[config.mk]
export PLATFORM = sky130hd
export DESIGN_NAME = sbst_merge
export DESIGN_NICKNAME = d
export VERILOG_FILES = /design/src/hw/rtl/sbst_pkg.sv /design/src/hw/rtl/sbst_merge.sv
export SDC_FILE = /design/constraint.sdc
export NUM_CORES = 1
export LEC_CHECK = 0
export ABC_AREA = 1
export BUFFER_PORTS_ARGS = -buffer_cell sky130_fd_sc_hd__buf_2
export CORE_MARGIN = 2
export CORE_UTILIZATION = 45
export CTS_CLUSTER_SIZE = 20
export DETAILED_ROUTE_END_ITERATION = 8
export GPL_ROUTABILITY_DRIVEN = 0
export GPL_TIMING_DRIVEN = 0
export PLACE_DENSITY = 0.65
export SLEW_MARGIN = 20
export SYNTH_ARGS = -nofsm -noshare
export SYNTH_HDL_FRONTEND = slang
export SYNTH_SLANG_ARGS = --single-unit
[constraint.sdc]
create_clock -name clk -period 2.2 [get_ports clk]
set_input_delay 0.55 -clock clk [delete_from_list [all_inputs] [get_ports clk]]
set_output_delay 0.55 -clock clk [all_outputs]
set_load 0.1 [all_outputs]
[src/hw/rtl/sbst_pkg.sv]
// Shared constants and control types for the segment/box slab test pipeline.
`timescale 1ns / 1ps
package sbst_pkg;
  localparam int COORD_BITS = 32;               // default coordinate width
  localparam int N_AXES     = 3;
  localparam int N_LANES    = 2 * N_AXES;       // lane 2a: min face, 2a+1: max face
  localparam int Q_BITS     = 31;               // unsigned quotient bits (Q1.30)
  localparam int T_BITS     = 32;               // signed Q2.30 parameter
  localparam logic signed [T_BITS-1:0] T_ZERO = '0;
  localparam logic signed [T_BITS-1:0] T_ONE  = 32'sh4000_0000;
  localparam logic signed [T_BITS-1:0] T_MAX  = 32'sh7fff_ffff;
  localparam logic signed [T_BITS-1:0] T_MIN  = 32'sh8000_0000;

  // per-request control that rides beside the lane data
  typedef struct packed {
    logic              valid;
    logic [N_AXES-1:0] dz;    // direction is zero on that axis
    logic              zok;   // every zero-direction axis holds the start point
  } sbst_ctl_t;
endpackage

[src/hw/rtl/sbst_merge.sv]
// Back end: signed Q2.30 parameters, slab ordering, interval reduction, result.
`timescale 1ns / 1ps
module sbst_merge import sbst_pkg::*; #(
  parameter int CB = COORD_BITS
) (
  input  logic                           clk,
  input  logic                           rst_n,
  input  logic                           en,
  input  logic [N_LANES-1:0][CB:0]       rem,
  input  logic [N_LANES-1:0][Q_BITS-1:0] q,
  input  logic [N_LANES-1:0]             neg,
  input  logic [N_LANES-1:0]             sat,
  input  sbst_ctl_t                      ctl,
  output logic                           out_valid,
  output logic                           hit
);
  logic [N_LANES-1:0][T_BITS-1:0] t_r, t_nxt;
  sbst_ctl_t                      c1_r, c2_r, c3_r, c4_r;
  logic [N_AXES-1:0][T_BITS-1:0]  lo_r, hi_r, lo_nxt, hi_nxt;
  logic [T_BITS-1:0]              mxa_r, mxb_r, mna_r, mnb_r;
  logic [T_BITS-1:0]              mx_r, mn_r;
  logic                           v5_r, hit_r;

  // stage 1: floor(-x) = ~x when inexact, -x when exact
  always_comb begin
    for (int l = 0; l < N_LANES; l++) begin
      if (sat[l])      t_nxt[l] = neg[l] ? T_MIN : T_MAX;
      else if (neg[l]) t_nxt[l] = (rem[l] != '0) ? ~{1'b0, q[l]} : (~{1'b0, q[l]} + 1'b1);
      else             t_nxt[l] = {1'b0, q[l]};
    end
  end

  // stage 2: order entry/exit per axis; zero-direction axes leave [0,1] alone
  always_comb begin
    for (int a = 0; a < N_AXES; a++) begin
      if (c1_r.dz[a]) begin
        lo_nxt[a] = T_ZERO;
        hi_nxt[a] = T_ONE;
      end else if ($signed(t_r[2*a]) > $signed(t_r[2*a+1])) begin
        lo_nxt[a] = t_r[2*a+1];
        hi_nxt[a] = t_r[2*a];
      end else begin
        lo_nxt[a] = t_r[2*a];
        hi_nxt[a] = t_r[2*a+1];
      end
    end
  end

  always_ff @(posedge clk) begin
    if (!rst_n) begin
      c1_r.valid <= 1'b0;
      c2_r.valid <= 1'b0;
      c3_r.valid <= 1'b0;
      c4_r.valid <= 1'b0;
      v5_r       <= 1'b0;
    end else if (en) begin
      c1_r.valid <= ctl.valid;
      c2_r.valid <= c1_r.valid;
      c3_r.valid <= c2_r.valid;
      c4_r.valid <= c3_r.valid;
      v5_r       <= c4_r.valid;
    end
  end

  always_ff @(posedge clk) begin
    if (en) begin
      t_r      <= t_nxt;
      c1_r.dz  <= ctl.dz;
      c1_r.zok <= ctl.zok;
      lo_r     <= lo_nxt;
      hi_r     <= hi_nxt;
      c2_r.dz  <= c1_r.dz;
      c2_r.zok <= c1_r.zok;
      // stage 3: first level of the max/min trees
      mxa_r    <= ($signed(lo_r[0]) > $signed(lo_r[1])) ? lo_r[0] : lo_r[1];
      mxb_r    <= ($signed(lo_r[2]) > $signed(T_ZERO))  ? lo_r[2] : T_ZERO;
      mna_r    <= ($signed(hi_r[0]) < $signed(hi_r[1])) ? hi_r[0] : hi_r[1];
      mnb_r    <= ($signed(hi_r[2]) < $signed(T_ONE))   ? hi_r[2] : T_ONE;
      c3_r.dz  <= c2_r.dz;
      c3_r.zok <= c2_r.zok;
      // stage 4
      mx_r     <= ($signed(mxa_r) > $signed(mxb_r)) ? mxa_r : mxb_r;
      mn_r     <= ($signed(mna_r) < $signed(mnb_r)) ? mna_r : mnb_r;
      c4_r.dz  <= c3_r.dz;
      c4_r.zok <= c3_r.zok;
      // stage 5: touching counts
      hit_r    <= c4_r.zok && ($signed(mx_r) <= $signed(mn_r));
    end
  end

  assign out_valid = v5_r;
  assign hit       = hit_r;
endmodule

## Word level (Yosys, flattened, before mapping)

Cells that the tools add are included.
W data, S select, Z words.

- Register bits after elaboration: 589
- Input bits: 404
- Word-level logic and storage cells: 92

- $add $sub $neg: 6
- Order comparisons: 10
- Mux-type cells: 34
- Bitwise logic cells: 6
- Reduce and logical (&&, ||, !) cells: 7

Operator list:

| operator | count |
|---|---|
| $mux W32 | 34 |
| $reduce_bool A33 Y1 | 6 |
| $add A32 B1 Y32 const B | 6 |
| $not A31 Y32 | 6 |
| $gt A32 B32 Y1 | 5 |
| $lt A32 B32 Y1 | 2 |
| $gt A32 B1 Y1 const B | 1 |
| $le A32 B32 Y1 | 1 |
| $lt A32 B32 Y1 const B | 1 |
| $logic_and A1 B1 Y1 | 1 |

## Longest topological paths before layout

- Word-level depth: 5
- Depth in mapped cells: 19
- Mapped depth without buffers: 18

## Least setup slack after synthesis

Ideal clock, no wire load.

- Path kind: register -> register
- Start: register t_r[95] (netlist bit)
- End: register lo_r[62] (netlist bit), data pin
- Library setup time: 253 ps
- Data arrival time: 1961 ps
- Data required time: 1947 ps
- Setup slack: -14 ps
- Cell stages (with the launch flop): 12
- Cells stage by stage: edfxtp_1 > ha_1 > a21oi_1 > o21a_1 > nand2_1 > a21oi_1 > nand2_1 > nand2_1 > clkbuf_1 > nand4_1 > nand2_1 > nor2_1

- Word-level cells in the longest chain between the ends: 2

Ends and longest elaborated chain:

| item | RTL line | RTL |
|---|---|---|
| from (decl) | sbst_merge.sv:17 | `logic [N_LANES-1:0][T_BITS-1:0] t_r, t_nxt;` |
| from (signal assigned) | sbst_merge.sv:67 | `t_r <= t_nxt;` |
| $gt A32 B32 Y1 | sbst_merge.sv:39 | `end else if ($signed(t_r[2*a]) > $signed(t_r[2*a+1])) begin` |
| $mux W32 | sbst_merge.sv:39 |  |
| to (signal assigned) | sbst_merge.sv:70 | `lo_r <= lo_nxt;` |
| to (decl) | sbst_merge.sv:19 | `logic [N_AXES-1:0][T_BITS-1:0] lo_r, hi_r, lo_nxt, hi_nxt;` |

No other way between the ends.
A chain may end at the register's enable or synchronous reset.

## Worst setup path in the final report

- Start: register t_r[31] (netlist bit)
- End: register hi_r[19] (netlist bit), data pin

- Word-level cells in the longest chain between the ends: 2

Ends and longest elaborated chain:

| item | RTL line | RTL |
|---|---|---|
| $gt A32 B32 Y1 | sbst_merge.sv:39 |  |
| $mux W32 | sbst_merge.sv:39 |  |
| to (signal assigned) | sbst_merge.sv:71 | `hi_r <= hi_nxt;` |
| to (decl) | sbst_merge.sv:19 |  |

No other way between the ends.

==> results.sh <==
export IMPL_startpoint="t_r[31]"
export IMPL_yosys_warnings=0
export IMPL_final_cell_mix="nand2_1, inv_1, edfxtp_1, nor2_1, buf_2"
export IMPL_finalHoldViolations=0
export IMPL_clkTransAtPathRegs_ns=0.07
export IMPL_root_buffer="clkbuf_16"
export IMPL_postRouteAntennaNets=0
export IMPL_violations="negative setup slack"
export IMPL_finalPower_uw=43800
export IMPL_cts_buffer_depth=3
export IMPL_ys_types=45
export IMPL_final_common_cell="nand2_1"
export IMPL_antenna_found_initial=2
export IMPL_layout_nets=6610
export IMPL_cp_required_ns=2.61
export IMPL_cp_endpoint="hi_r[19]"
export IMPL_cts_buffers=66
export IMPL_dieWidth_um=303
export IMPL_tightest_slew_ns=0.741
export IMPL_cts_sinks=589
export IMPL_drv_slew=0
export IMPL_ys_async_sr_fraction_pct=0
export IMPL_critPathSlowestCell="edfxtp_1"
export IMPL_max_freq_mhz=346
export IMPL_vdd_drop_max_mv=0.587
export IMPL_synth_edff_count=584
export IMPL_fin_ws_ns=-0.687
export IMPL_rsz0062_at_grt="yes"
export IMPL_drt_iter0_drc=4308
export IMPL_combinationalPowerShare_pct=37.7
export IMPL_routed_via_density=5.50
export IMPL_reg2reg_slack_ns=-0.69
export IMPL_dp_slack_ns=-0.864
export IMPL_cp_num_cells=13
export IMPL_seqPwrFrac_pct=36.3
export IMPL_netlist_area_um2=40100
export IMPL_swShare_pct=35.9
export IMPL_hold_class="input port to flip-flop"
export IMPL_std_cell_rows=109
export IMPL_grtUsageTotal_pct=26.6
export IMPL_worst_path_dominant_cell_family="simple AND/OR/NAND/NOR gates"
export IMPL_avgSynthCellArea_um2=7.75
export IMPL_die_area_um2=91500
export IMPL_synth_seq_cells=589
export IMPL_reg2reg_to="hi_r[19]"
export IMPL_outcome="finished, violations left"
export IMPL_wl_um=136000
export IMPL_yosysSeqAreaShare_pct=44.0
export IMPL_hpwlAfterDp_um=93500
export IMPL_cp_cell_sequence="ha_4 > nand2_1 > nor2_2 > nand2_1 > nor2_2 > nand2_2 > nand3_4 > nand2_4 > nor2_4 > buf_6 > buf_6 > nor2_1 > nor2_1"
export IMPL_crit_path_end_kind="flip-flop"
export IMPL_max_stage_delay_ns=0.53
export IMPL_first_global_vias=35300
export IMPL_p_int_uw=28100
export IMPL_clock_skew_ns=0.0249
export IMPL_setup_tns_ns=-124.59
export IMPL_die_height_um=303
export IMPL_drc=0
export IMPL_fin_crit_ns=2.89
export IMPL_leakagePower_uw=0.0249
export IMPL_syn_instance_count=5179
export IMPL_final_layout_size_suffix_gt1_share_pct=29.3
export IMPL_htreeDepth=3
export IMPL_r2r_start="t_r[31]"
export IMPL_ys_flop_type="edfxtp_1"
export IMPL_slew_headroom_pct=50.6
export IMPL_numPortBuffers=401
export IMPL_grt_max_degree=108
export IMPL_maxCapViolations=0
export IMPL_drtPass1Iterations=6
export IMPL_finalSetupViolCount=320
export IMPL_core_area_um2=88400
export IMPL_power_switching_uw=15700
export IMPL_powerDensity_nw_per_um2=813
export IMPL_insertion_delay_ns=0.64
export IMPL_critPathKind="flip-flop to flip-flop"
export IMPL_final_cells=7162
export IMPL_reg2regPathDepth=13
export IMPL_grt_pass1_wl_um=190000
export IMPL_initial_core_util_pct=45.4
export IMPL_dr_total_vias=39400
export IMPL_ios=406
export IMPL_clock_power_share_pct=26.0
export IMPL_syn2layout_area_growth_pct=34.2
export IMPL_critical_path_buf_inv_count=2
export IMPL_critical_path_arrival_ns=3.30
export IMPL_dp_cells=6750
export IMPL_wire_per_inst_um=19.0
export IMPL_cts_tree="done"
export IMPL_grt_overflow_total=0
export IMPL_final_period_utilization_pct=131
export IMPL_critPathMaxFanout=6
export IMPL_synth_nets=5843
export IMPL_crit_path_start_kind="flip-flop"
-- flip-flops by register name, indices dropped and copies added (netlist names) --
signal,count
mna_r,32
mxb_r,32
hit,1
c2_r,2
c3_r,2
lo_r,96
t_r,192
out_valid,1
c4_r,2
mn_r,32
mnb_r,32
c1_r,5
mxa_r,32
hi_r,96
mx_r,32
-- worst min path at each step --
stage / from / endpoint / slack (ns) / cells after the start
2_1_floorplan: c1_r[0] / c2_r[0] / 0.40 / 0
5_1_grt: ctl[3] / c1_r[3] / 0.08 / 1
4_1_cts: ctl[1] / c1_r[1] / 0.08 / 1
3_5_place_dp: c3_r[0] / c4_r[0] / 0.41 / 0
3_3_place_gp: c2_r[0] / c3_r[0] / 0.41 / 0
6_report: ctl[1] / c1_r[1] / 0.1 / 1
-- routing by layer --
metal / vias to the layer above / wire length [um] / global-route usage (%)
met5: - / 20 / 0
met3: 478 / 12200 / 4.32
li1: 18600 / - / -
met1: 18300 / 53700 / 35.5
met2: 2038 / 63400 / 43.1
met4: 2 / 6720 / 10.7
-- worst reg2reg max path, delay by kind of cell, from the launching register on --
family,cells,cell delay [ns]
buf+inv,2,0.32
simple gates,10,1.47
fa+ha+maj,1,0.35
flops,1,0.53
-- power groups by stage --
stage | clock network [uW] | logic, uW | registers (uW)
floorplan | 0 | 6690 | 15300
global placement | 0 | 9690 | 16100
detailed placement | 0 | 9950 | 15900
CTS | 11500 | 12200 | 15700
global route | 11900 | 17800 | 16000
finish | 11400 | 16500 | 15900
-- layout make-up --
class                   instances  area [um^2]
inverters                     737         2770
fillers                      7246        34500
diodes                          1         2.50
flip-flops and latches        589        17600
multi-input cells            3638        22700
clock inverters                43          532
repair buffers                698         5180
clock buffers                  75         1690
plain buffers                 216         1850
well taps                    1165         1460
-- cells by family after synthesis --
| family | Yosys count | share of synthesized area, % |
|---|---|---|
| fa+ha+maj | 260 | 8.11 |
| buf+inv | 956 | 9.27 |
| flops | 589 | 44.0 |
| simple gates | 2918 | 31.5 |
| compound gates | 318 | 4.20 |
| xor+xnor | 137 | 2.99 |
| other cells | 1 | 0.00935 |
-- repair_timing --
action,in CTS,in global routing
setup endpoints to repair,320,335
pin swaps,145,317
setup buffers,102,122
hold buffers,0,0
resized for setup,635,930
gates cloned,44,34
-- cells in the mapped netlist (38+ instances only) --
cell type  instances  area share, %
xor2_1            99            2.2
o21ai_0          143            1.8
ha_1             260            8.1
a21oi_1          126            1.6
nand3_1          340            4.2
inv_1            731            6.8
clkbuf_1         121            1.1
edfxtp_1         584             44
nor2_1           823            7.7
buf_2             56           0.70
nand2_1         1282             12
nor3_1            44           0.55
xnor2_1           38           0.83
nand4_1          309            4.8
-- per-stage QoR --
| stage | hold slack, ns | instance area (um^2) | utilization (%) |
|---|---|---|---|
| 2_1_floorplan | 0.400 | 40100 | - |
| 5_1_grt | 0.0781 | 53800 | 60.9 |
| 3_3_place_gp | 0.409 | 43600 | 49.3 |
| 4_1_cts | 0.0778 | 49200 | 55.6 |
| 3_5_place_dp | 0.413 | 43700 | 49.5 |
| 6_report | 0.0978 | 53800 | 60.9 |
No activity file was read; power rests on OpenSTA's default activity.
